$ cat config.mk
export PLATFORM = sky130hd
export DESIGN_NAME = nhm_scan
export DESIGN_NICKNAME = d
export VERILOG_FILES = /design/src/nhm_pkg.sv /design/src/nhm_scan.sv
export SDC_FILE = /design/constraint.sdc
export NUM_CORES = 1
export LEC_CHECK = 0
export ABC_AREA = 1
export BUFFER_PORTS_ARGS = -buffer_cell sky130_fd_sc_hd__buf_2
export CAP_MARGIN = 20
export CORE_MARGIN = 3
export CORE_UTILIZATION = 40
export DETAILED_ROUTE_END_ITERATION = 16
export GPL_ROUTABILITY_DRIVEN = 0
export PLACE_DENSITY = 0.75
export SKIP_LAST_GASP = 1
export SLEW_MARGIN = 30
export SYNTH_ARGS = -nofsm -noshare
export SYNTH_HDL_FRONTEND = slang
export SYNTH_SLANG_ARGS = --single-unit
export TNS_END_PERCENT = 30
$ cat constraint.sdc
create_clock -name clk_i -period 6.3 [get_ports clk_i]
set_clock_uncertainty 0.15 [all_clocks]
set_input_delay 0.945 -clock clk_i [delete_from_list [all_inputs] [get_ports clk_i]]
set_output_delay 0.945 -clock clk_i [all_outputs]
set_load 0.01 [all_outputs]
$ cat src/nhm_pkg.sv
`default_nettype none

package nhm_pkg;

  // Default table depth
  localparam int unsigned SLOT_COUNT_DEF = 64;

  // Field widths
  localparam int unsigned TIME_W     = 32;
  localparam int unsigned LOAD_W     = 16;
  localparam int unsigned ID_W       = 6;
  localparam int unsigned CNT_W      = 6;
  localparam int unsigned SUM_W      = 22;
  localparam int unsigned CFG_W      = 16;
  localparam int unsigned CFG_ADDR_W = 4;

  // Saturation limits
  localparam logic [CNT_W-1:0] COUNT_MAX = '1;
  localparam logic [SUM_W-1:0] SUM_MAX   = '1;

  // Reset values of the configuration registers
  localparam logic [CFG_W-1:0] SWEEP_INTERVAL_RST    = CFG_W'(10);
  localparam logic [CFG_W-1:0] HEARTBEAT_TIMEOUT_RST = CFG_W'(60);

  typedef enum logic [1:0] {
    REQ_HEARTBEAT = 2'd0,
    REQ_TICK      = 2'd1,
    REQ_QUERY     = 2'd2
  } nhm_req_e;

  typedef enum logic [CFG_ADDR_W-1:0] {
    CFG_SWEEP_INTERVAL    = CFG_ADDR_W'(0),
    CFG_HEARTBEAT_TIMEOUT = CFG_ADDR_W'(1)
  } nhm_cfg_addr_e;

  typedef enum logic [1:0] {
    ST_CLEAR,
    ST_IDLE,
    ST_SCAN,
    ST_FINISH
  } nhm_state_e;

  typedef struct packed {
    logic [1:0]        req_type;
    logic [ID_W-1:0]   slot_id;
    logic [LOAD_W-1:0] load_count;
    logic              recovered;
  } nhm_req_t;

  typedef struct packed {
    logic              slot_active;
    logic [LOAD_W-1:0] slot_load;
    logic              flush_request;
    logic [ID_W-1:0]   flush_slot;
    logic [ID_W-1:0]   least_loaded_slot;
    logic [CNT_W-1:0]  active_slots;
    logic [SUM_W-1:0]  total_load;
    logic              swept;
  } nhm_rsp_t;

  typedef struct packed {
    logic [CFG_ADDR_W-1:0] addr;
    logic [CFG_W-1:0]      wdata;
  } nhm_cfg_t;

  // One slot table entry
  typedef struct packed {
    logic              alive;
    logic [TIME_W-1:0] last_seen;
    logic [LOAD_W-1:0] load;
  } nhm_entry_t;

  // Per-cycle control from the sequencer to the scan datapath
  typedef struct packed {
    logic              first;      // scan start, reset search; counters too when sweeping
    logic              sweep;      // current item sweeps
    logic              proc;       // read data valid for this entry
    logic              hb_hit;     // heartbeat addresses this entry
    logic              q_hit;      // query addresses this entry
    logic              sweep_slot; // entry takes part in the sweep
    logic              recovered;
    logic [LOAD_W-1:0] load_count;
    logic [TIME_W-1:0] seconds;
    logic [CFG_W-1:0]  timeout;
  } nhm_scan_ctl_t;

  // Running results of the scan
  typedef struct packed {
    logic [CNT_W-1:0]  alive_count;
    logic [SUM_W-1:0]  load_sum;
    logic              q_active;
    logic [LOAD_W-1:0] q_load;
  } nhm_scan_sts_t;

endpackage

`default_nettype wire

$ cat src/nhm_scan.sv
`default_nettype none

module nhm_scan
  import nhm_pkg::*;
#(
  parameter int unsigned IDX_W = $clog2(SLOT_COUNT_DEF)
) (
  input  wire              clk_i,
  input  wire              rst_ni,
  input  nhm_scan_ctl_t    ctl_i,
  input  wire  [IDX_W-1:0] idx_i,
  input  nhm_entry_t       rdata_i,
  output nhm_entry_t       wdata_o,
  output logic [IDX_W-1:0] best_o,
  output nhm_scan_sts_t    sts_o
);

  logic [CNT_W-1:0]  count_q;
  logic [SUM_W-1:0]  sum_q;
  logic [IDX_W-1:0]  best_q;
  logic [LOAD_W-1:0] best_load_q;
  logic              found_q;
  logic              q_active_q;
  logic [LOAD_W-1:0] q_load_q;

  nhm_entry_t        ent;
  logic              cnt_inc;
  logic [LOAD_W-1:0] sum_add;
  logic [TIME_W-1:0] age;
  logic [SUM_W:0]    sum_ext;
  logic [SUM_W-1:0]  sum_d;
  logic              better;

  // Entry update: heartbeat stamp or sweep retirement
  always_comb begin
    ent     = rdata_i;
    cnt_inc = 1'b0;
    sum_add = '0;
    age     = ctl_i.seconds - rdata_i.last_seen;
    if (ctl_i.hb_hit) begin
      ent.alive     = 1'b1;
      ent.last_seen = ctl_i.seconds;
      ent.load      = ctl_i.recovered ? '0 : ctl_i.load_count;
      cnt_inc       = !rdata_i.alive;
    end else if (ctl_i.sweep_slot && rdata_i.alive) begin
      if (age > TIME_W'(ctl_i.timeout)) begin
        ent.alive = 1'b0;
        ent.load  = '0;
      end else begin
        cnt_inc = 1'b1;
      end
      sum_add = ent.load;
    end
  end

  // Saturating load sum, carry means overflow
  assign sum_ext = {1'b0, sum_q} + (SUM_W+1)'(sum_add);
  assign sum_d   = sum_ext[SUM_W] ? SUM_MAX : sum_ext[SUM_W-1:0];

  // Least loaded, later index wins a tie
  assign better = ent.alive && (!found_q || (ent.load <= best_load_q));

  // Persistent counters
  always_ff @(posedge clk_i or negedge rst_ni) begin
    if (!rst_ni) begin
      count_q <= '0;
      sum_q   <= '0;
    end else if (ctl_i.first) begin
      if (ctl_i.sweep) begin
        count_q <= '0;
        sum_q   <= '0;
      end
    end else if (ctl_i.proc) begin
      if (cnt_inc && (count_q != COUNT_MAX)) begin
        count_q <= count_q + CNT_W'(1);
      end
      sum_q <= sum_d;
    end
  end

  // Per-item search and query capture
  always_ff @(posedge clk_i) begin
    if (ctl_i.first) begin
      best_q      <= '0;
      best_load_q <= '0;
      found_q     <= 1'b0;
      q_active_q  <= 1'b0;
      q_load_q    <= '0;
    end else if (ctl_i.proc) begin
      if (better) begin
        best_q      <= idx_i;
        best_load_q <= ent.load;
        found_q     <= 1'b1;
      end
      if (ctl_i.q_hit) begin
        q_active_q <= rdata_i.alive;
        q_load_q   <= rdata_i.load;
      end
    end
  end

  assign wdata_o           = ent;
  assign best_o            = best_q;
  assign sts_o.alive_count = count_q;
  assign sts_o.load_sum    = sum_q;
  assign sts_o.q_active    = q_active_q;
  assign sts_o.q_load      = q_load_q;

endmodule

`default_nettype wire

# Word level (Yosys, flattened, before mapping)
# Index checks and enable logic that the tools add are counted.
[word_totals]
output_inout_bits = 100
elab_cells = 47
reg_bits = 68
in_bits = 128
[op_classes]
n_lt_le_gt_ge = 2
addsub = 3
n_reduce_logical = 12
eq_ne = 2
n_mux = 21
[ops]
columns = ["cell", "n"]
rows = [
  ["2-to-1 mux 16 bit", 6],
  ["2-to-1 mux 22 bit", 4],
  ["> comparator 32 x 16 -> 1 bit", 1],
  ["2-to-1 mux 32 bit", 1],
  ["subtractor 32 bit", 1],
  ["2-to-1 mux 6 bit", 4],
  ["adder 22 x 16 -> 23 bit", 1],
  ["less-or-equal comparator 16 bit", 1],
  ["adder 6 x 1 -> 6 bit (second input constant)", 1],
  ["2-to-1 mux 1 bit", 6],
  ["inequality test 6 bit (second input constant)", 1],
  ["AND reduction 2 bit", 3],
  ["nonzero test 2 bit", 2],
  ["logical AND 1 bit", 3],
  ["AND reduction 3 bit", 1],
  ["logical NOT 1 bit", 2],
  ["inequality test 2 bit (second input constant)", 1],
  ["logical OR 1 bit", 1],
]

# Longest topological paths before layout
[logic_depth]
word_depth = 9
ltp_mapped = 41
ltp_nobuf = 40

# Least setup slack after synthesis
# No wires, ideal clock.
[synth_timing]
kind = "in2reg"
startpoint = "in ctl_i[16] (netlist bit)"
endpoint = "reg sum_q[15]"
path_slack_ns = 0.492
t_required_ns = 6.027
stages = 36
path_buffers = 2
t_arrival_ns = 5.535
setup_ns = 0.123
path_cell_list = "inv_1 ha_1 fa_1 nor2_1 or2_1 nand3_1 nand2_2 xor2_1 ha_1 nand4_1 nor2_1 nand2_1 nand2_1 nand2_1 nand3_1 nor2_1 nand2_1 nor2_2 nand3_4 buf_1 nor2_1 ha_1 fa_1 nand3_1 nand2_1 a21oi_1 o21ai_0 a21boi_1 o21bai_1 inv_1 o21ai_2 nand2_2 buf_2 nand2_1 o21ai_0 nand2_1"
[synth_between]
elab_chain_len = 9
[synth_lines]
columns = ["element", "line", "source"]
rows = [
  ["start, declared", "nhm_scan.sv:10", "input nhm_scan_ctl_t ctl_i,"],
  ["subtractor 32 bit", "nhm_scan.sv:39", "age = ctl_i.seconds - rdata_i.last_seen;"],
  ["> comparator 32 x 16 -> 1 bit", "nhm_scan.sv:46", "if (age > TIME_W'(ctl_i.timeout)) begin"],
  ["2-to-1 mux 16 bit", "nhm_scan.sv:46", ""],
  ["2-to-1 mux 16 bit", "nhm_scan.sv:45", "end else if (ctl_i.sweep_slot && rdata_i.alive) begin"],
  ["2-to-1 mux 16 bit", "nhm_scan.sv:40", "if (ctl_i.hb_hit) begin"],
  ["adder 22 x 16 -> 23 bit", "nhm_scan.sv:57", "assign sum_ext = {1'b0, sum_q} + (SUM_W+1)'(sum_add);"],
  ["2-to-1 mux 22 bit", "nhm_scan.sv:58", "assign sum_d = sum_ext[SUM_W] ? SUM_MAX : sum_ext[SUM_W-1:0];"],
  ["2-to-1 mux 22 bit", "nhm_scan.sv:73", "end else if (ctl_i.proc) begin"],
  ["2-to-1 mux 22 bit", "nhm_scan.sv:68", "end else if (ctl_i.first) begin"],
  ["end signal, assigned", "nhm_scan.sv:77", "sum_q <= sum_d;"],
  ["end, declared", "nhm_scan.sv:19", "logic [SUM_W-1:0] sum_q;"],
]
# Every way passes these cells. The select of a mux whose other input is x is not followed.
# A chain may end at the register's enable or synchronous reset.

# Worst setup path in the final report
[layout_timing]
startpoint = "in ctl_i[16] (netlist bit)"
endpoint = "reg best_load_q[6]"
[layout_between]
elab_chain_len = 9
elab_cells_between_ends = 12
cone_classes = "add/sub: 1; order compare: 2; mux: 6; reduce/logical: 3"
[layout_lines]
columns = ["element", "line", "source"]
rows = [
  ["subtractor 32 bit (*)", "nhm_scan.sv:39", ""],
  ["> comparator 32 x 16 -> 1 bit (*)", "nhm_scan.sv:46", ""],
  ["2-to-1 mux 16 bit", "nhm_scan.sv:46", ""],
  ["2-to-1 mux 16 bit", "nhm_scan.sv:45", ""],
  ["2-to-1 mux 16 bit", "nhm_scan.sv:40", ""],
  ["less-or-equal comparator 16 bit", "nhm_scan.sv:61", "assign better = ent.alive && (!found_q || (ent.load <= best_load_q));"],
  ["logical OR 1 bit", "nhm_scan.sv:61", ""],
  ["logical AND 1 bit", "nhm_scan.sv:61", ""],
  ["AND reduction 2 bit (no line)", "-", ""],
  ["end signal, assigned", "nhm_scan.sv:92", "best_load_q <= ent.load;"],
  ["end, declared", "nhm_scan.sv:21", "logic [LOAD_W-1:0] best_load_q;"],
]
# Mark *: on every way between the ends. The rest lies on a longest branch, timed or not.

==> results.cfg <==
[status]
run_status = complete, no violations

[detailed_routing]
dr_wl_met2_um = 10400
dr.pass1.iters = 7
wirelength_um = 23600
vias = 8823
route.met3.wl_um = 1430
top_layer = met4
drtIter0Drc = 604
drc = 0
avgRoutedWirePerCell_um = 13.2
met1_length_um = 11100
via_per_inst = 4.93
drtAntennaViolNets = 0

[timing]
worst_slew_pin_slew_ps = 737
final_max_slew_viol_count = 0
fmax_mhz = 172
slew_headroom_pct = 50.8
fin_crit_sh_pct = 92.1
fin_hold_ws_ps = 327
fin_crit_ps = 5800
hold_viol_final = 0
fin_ws_ps = 495
rsz0062_at_grt = yes
setup_viol = 0
tns_ps = 0

[global_routing]
grt_max_degree = 63
antenna_found_initial = 1
grt.total_usage_pct = 21.9
gr-total-overflow = 0
grt_pass1_wl_um = 37500
grt_pass1_vias = 7940

[place]
dpl_worst_slack_ps = -23.8
dp_hpwl_um = 19300
port_buffers = 227

[final_layout]
fin_nets = 1763
fillers = 1968
drive_gt1_share_pct = 17.5
multi_input_area_um2 = 5190
regArea_um2 = 1500
final_util_pct = 50.7
syn2layout_area_growth_pct = 21.8

[hold_path]
holdPathStages = 2
hold_start = q_load_q[11]
whs_endpoint = q_load_q[11]
hp-class = reg -> reg

[setup_path]
critPathKind = in -> reg
timing.rr.end = sum_q[21]
crit_buf_inv = 3
r2r_start = sum_q[0]
cp-start-kind = input pin
critPathArrivalTime_ps = 5880
worstPathRequired_ps = 6370
max_stage_delay_ps = 420
path_max_fanout = 22
slowest_stage = fa_1
setup.worst_path.end_class = register
cp_common_cell = nand2_1
path_delay_family = simple AND/OR/NAND/NOR gates
ff2ff_path_depth = 14
rrSetupSlack_ps = 3430

[synth]
synth-main-ff-cell = dfxtp_1
ys_ff_latch = 68
syn-mean-instance-area_um2 = 5.73
synth_top_family_by_area = simple AND/OR/NAND/NOR gates
ys_seq_area_share_pct = 19.6
synth_mux_area_share_pct = 0
synth.distinct_cells = 43
synthTopCellsByCount = nand2_1 (463), inv_1 (224), nor2_1 (170)
yosys_warnings = 0
synth-simple-area-share_pct = 38.9
syn_inst = 1337
synth_compound_gate_area_share_pct = 11.9
synth_area_leaders = nand2_1 (23%), ha_1 (13%), inv_1 (11%)
synth_top_area_share_pct = 22.7
post_synth_xor_area_fraction_pct = 2.97
synth-async-reset-ratio_pct = 41.2
syn_area_um2 = 7660
synthAdderAreaFrac_pct = 13.6
yosysMostFrequentCell = nand2_1
synth_fp_nets = 1547
yosys.area.top_type = nand2_1
synth-edff-count = 0

[floorplanning]
core_um2 = 18400
dieWidth_um = 144
num_rows = 49
io-pin-count = 228
die_h_um = 144
initial_utilization_pct = 41.6
die-area_um2 = 20800

[power_and_ir_drop]
powerDensity_nw_per_um2 = 167
ir_worst_vdd_mv = 0.103
p_leak_uw = 0.00581

[cts]
hold_buffers = 0
clock_latency_ps = 330
clkTransAtPathRegs_ps = 50
cts_inserted_buffers = 9
clk_path_buf_depth = 2
cts_num_sinks = 68
htree_levels = 3
cts-root-buf = clkbuf_16
cts_tree = yes

[flow_run]
cap_viol_max_count = 0
state kept, by name (all words and copies together), names as in the netlist:
signal and count:
sum_q 22, best_load_q 16, q_load_q 16, best_o 6
count_q 6, found_q 1, q_active_q 1
worst max-delay path by stage:
stage	start	endpoint	slack [ps]	cells past startpoint
global route	ctl_i[16]	best_load_q[7]	-120	34
CTS	ctl_i[16]	sum_q[21]	280	35
finish	ctl_i[16]	best_load_q[6]	500	34
floorplan	ctl_i[16]	sum_q[15]	490	36
global placement	ctl_i[16]	sum_q[21]	160	35
detailed placement	ctl_i[16]	sum_q[21]	-20	35
worst min-delay path, delay by kind of cell, from the launching register on:
kind,cells,cell delay [ps]
AND/OR/NAND/NOR,2,120
flip-flops,1,320
kinds of logic after synthesis:
| logic type | after synthesis |
|---|---|
| fa+ha+maj | 82 |
| compound gates | 167 |
| buf+inv | 258 |
| xor+xnor | 26 |
| flops | 68 |
| simple gates | 736 |
where the power goes:
| group | leakage, uW | switching, uW | total (uW) | internal, uW |
|---|---|---|---|---|
| sequential | 0.000720 | 11.2 | 468 | 457 |
| clock | 0.000153 | 194 | 521 | 327 |
| combinational | 0.00494 | 359 | 571 | 213 |
| total | 0.00581 | 564 | 1560 | 996 |
layer usage:
| metal | GRT usage [%] | up-vias |
|---|---|---|
| li1 | - | 4584 |
| met1 | 30.8 | 3893 |
| met2 | 34.8 | 298 |
| met3 | 2.68 | 48 |
| met4 | 7.12 | 0 |
| met5 | 0 | - |
cells in the final DEF (no fill, tap or decap), types with 2 or more instances in the layout:
master     count
nand2_1      463
a21oi_1       61
nor3_1         6
dfxtp_1       40
o21bai_1       3
clkbuf_16      9
buf_4          6
nand3_4        3
nand2_2        4
clkbuf_8       2
clkinv_1       2
fa_1           2
nand4_1        8
xnor2_1        7
nor2_1       169
nand3_2        2
nand3b_1       5
inv_1        224
dfrtp_1       28
or2_2          4
ha_1          79
nor4_1         2
nor2_2         4
a22o_1         5
o21ai_0       77
a21o_1        10
inv_2          3
a31oi_1        2
nand3_1       63
xor2_1        19
buf_2        227
clkinv_2       2
timing repair:
item                       4_1_cts  5_1_grt
hold endpoints to repair         0        0
buffers inserted                 0        0
resized for setup                0        6
setup endpoints to repair        0       42
through the flow:
stage          cell area (um2)  power, uW  instances
4_1_cts                   9290       1570       1786
3_3_place_gp              8990       1030       1770
2_1_floorplan             7660        857       1337
3_5_place_dp              8990       1040       1770
5_1_grt                   9330       1670       1788
6_report                  9330       1560       1788
final cells by class:
| type | instances | share of cell area (%) |
|---|---|---|
| tap | 229 | 3.07 |
| clock inverter | 4 | 0.496 |
| inverter | 229 | 9.22 |
| multi-input combinational | 1012 | 55.7 |
| sequential | 68 | 16.1 |
| timing repair buffer | 233 | 12.7 |
| clock buffer | 12 | 2.75 |
| antenna | 1 | 0.0268 |
(Power assumes the default switching activity.)
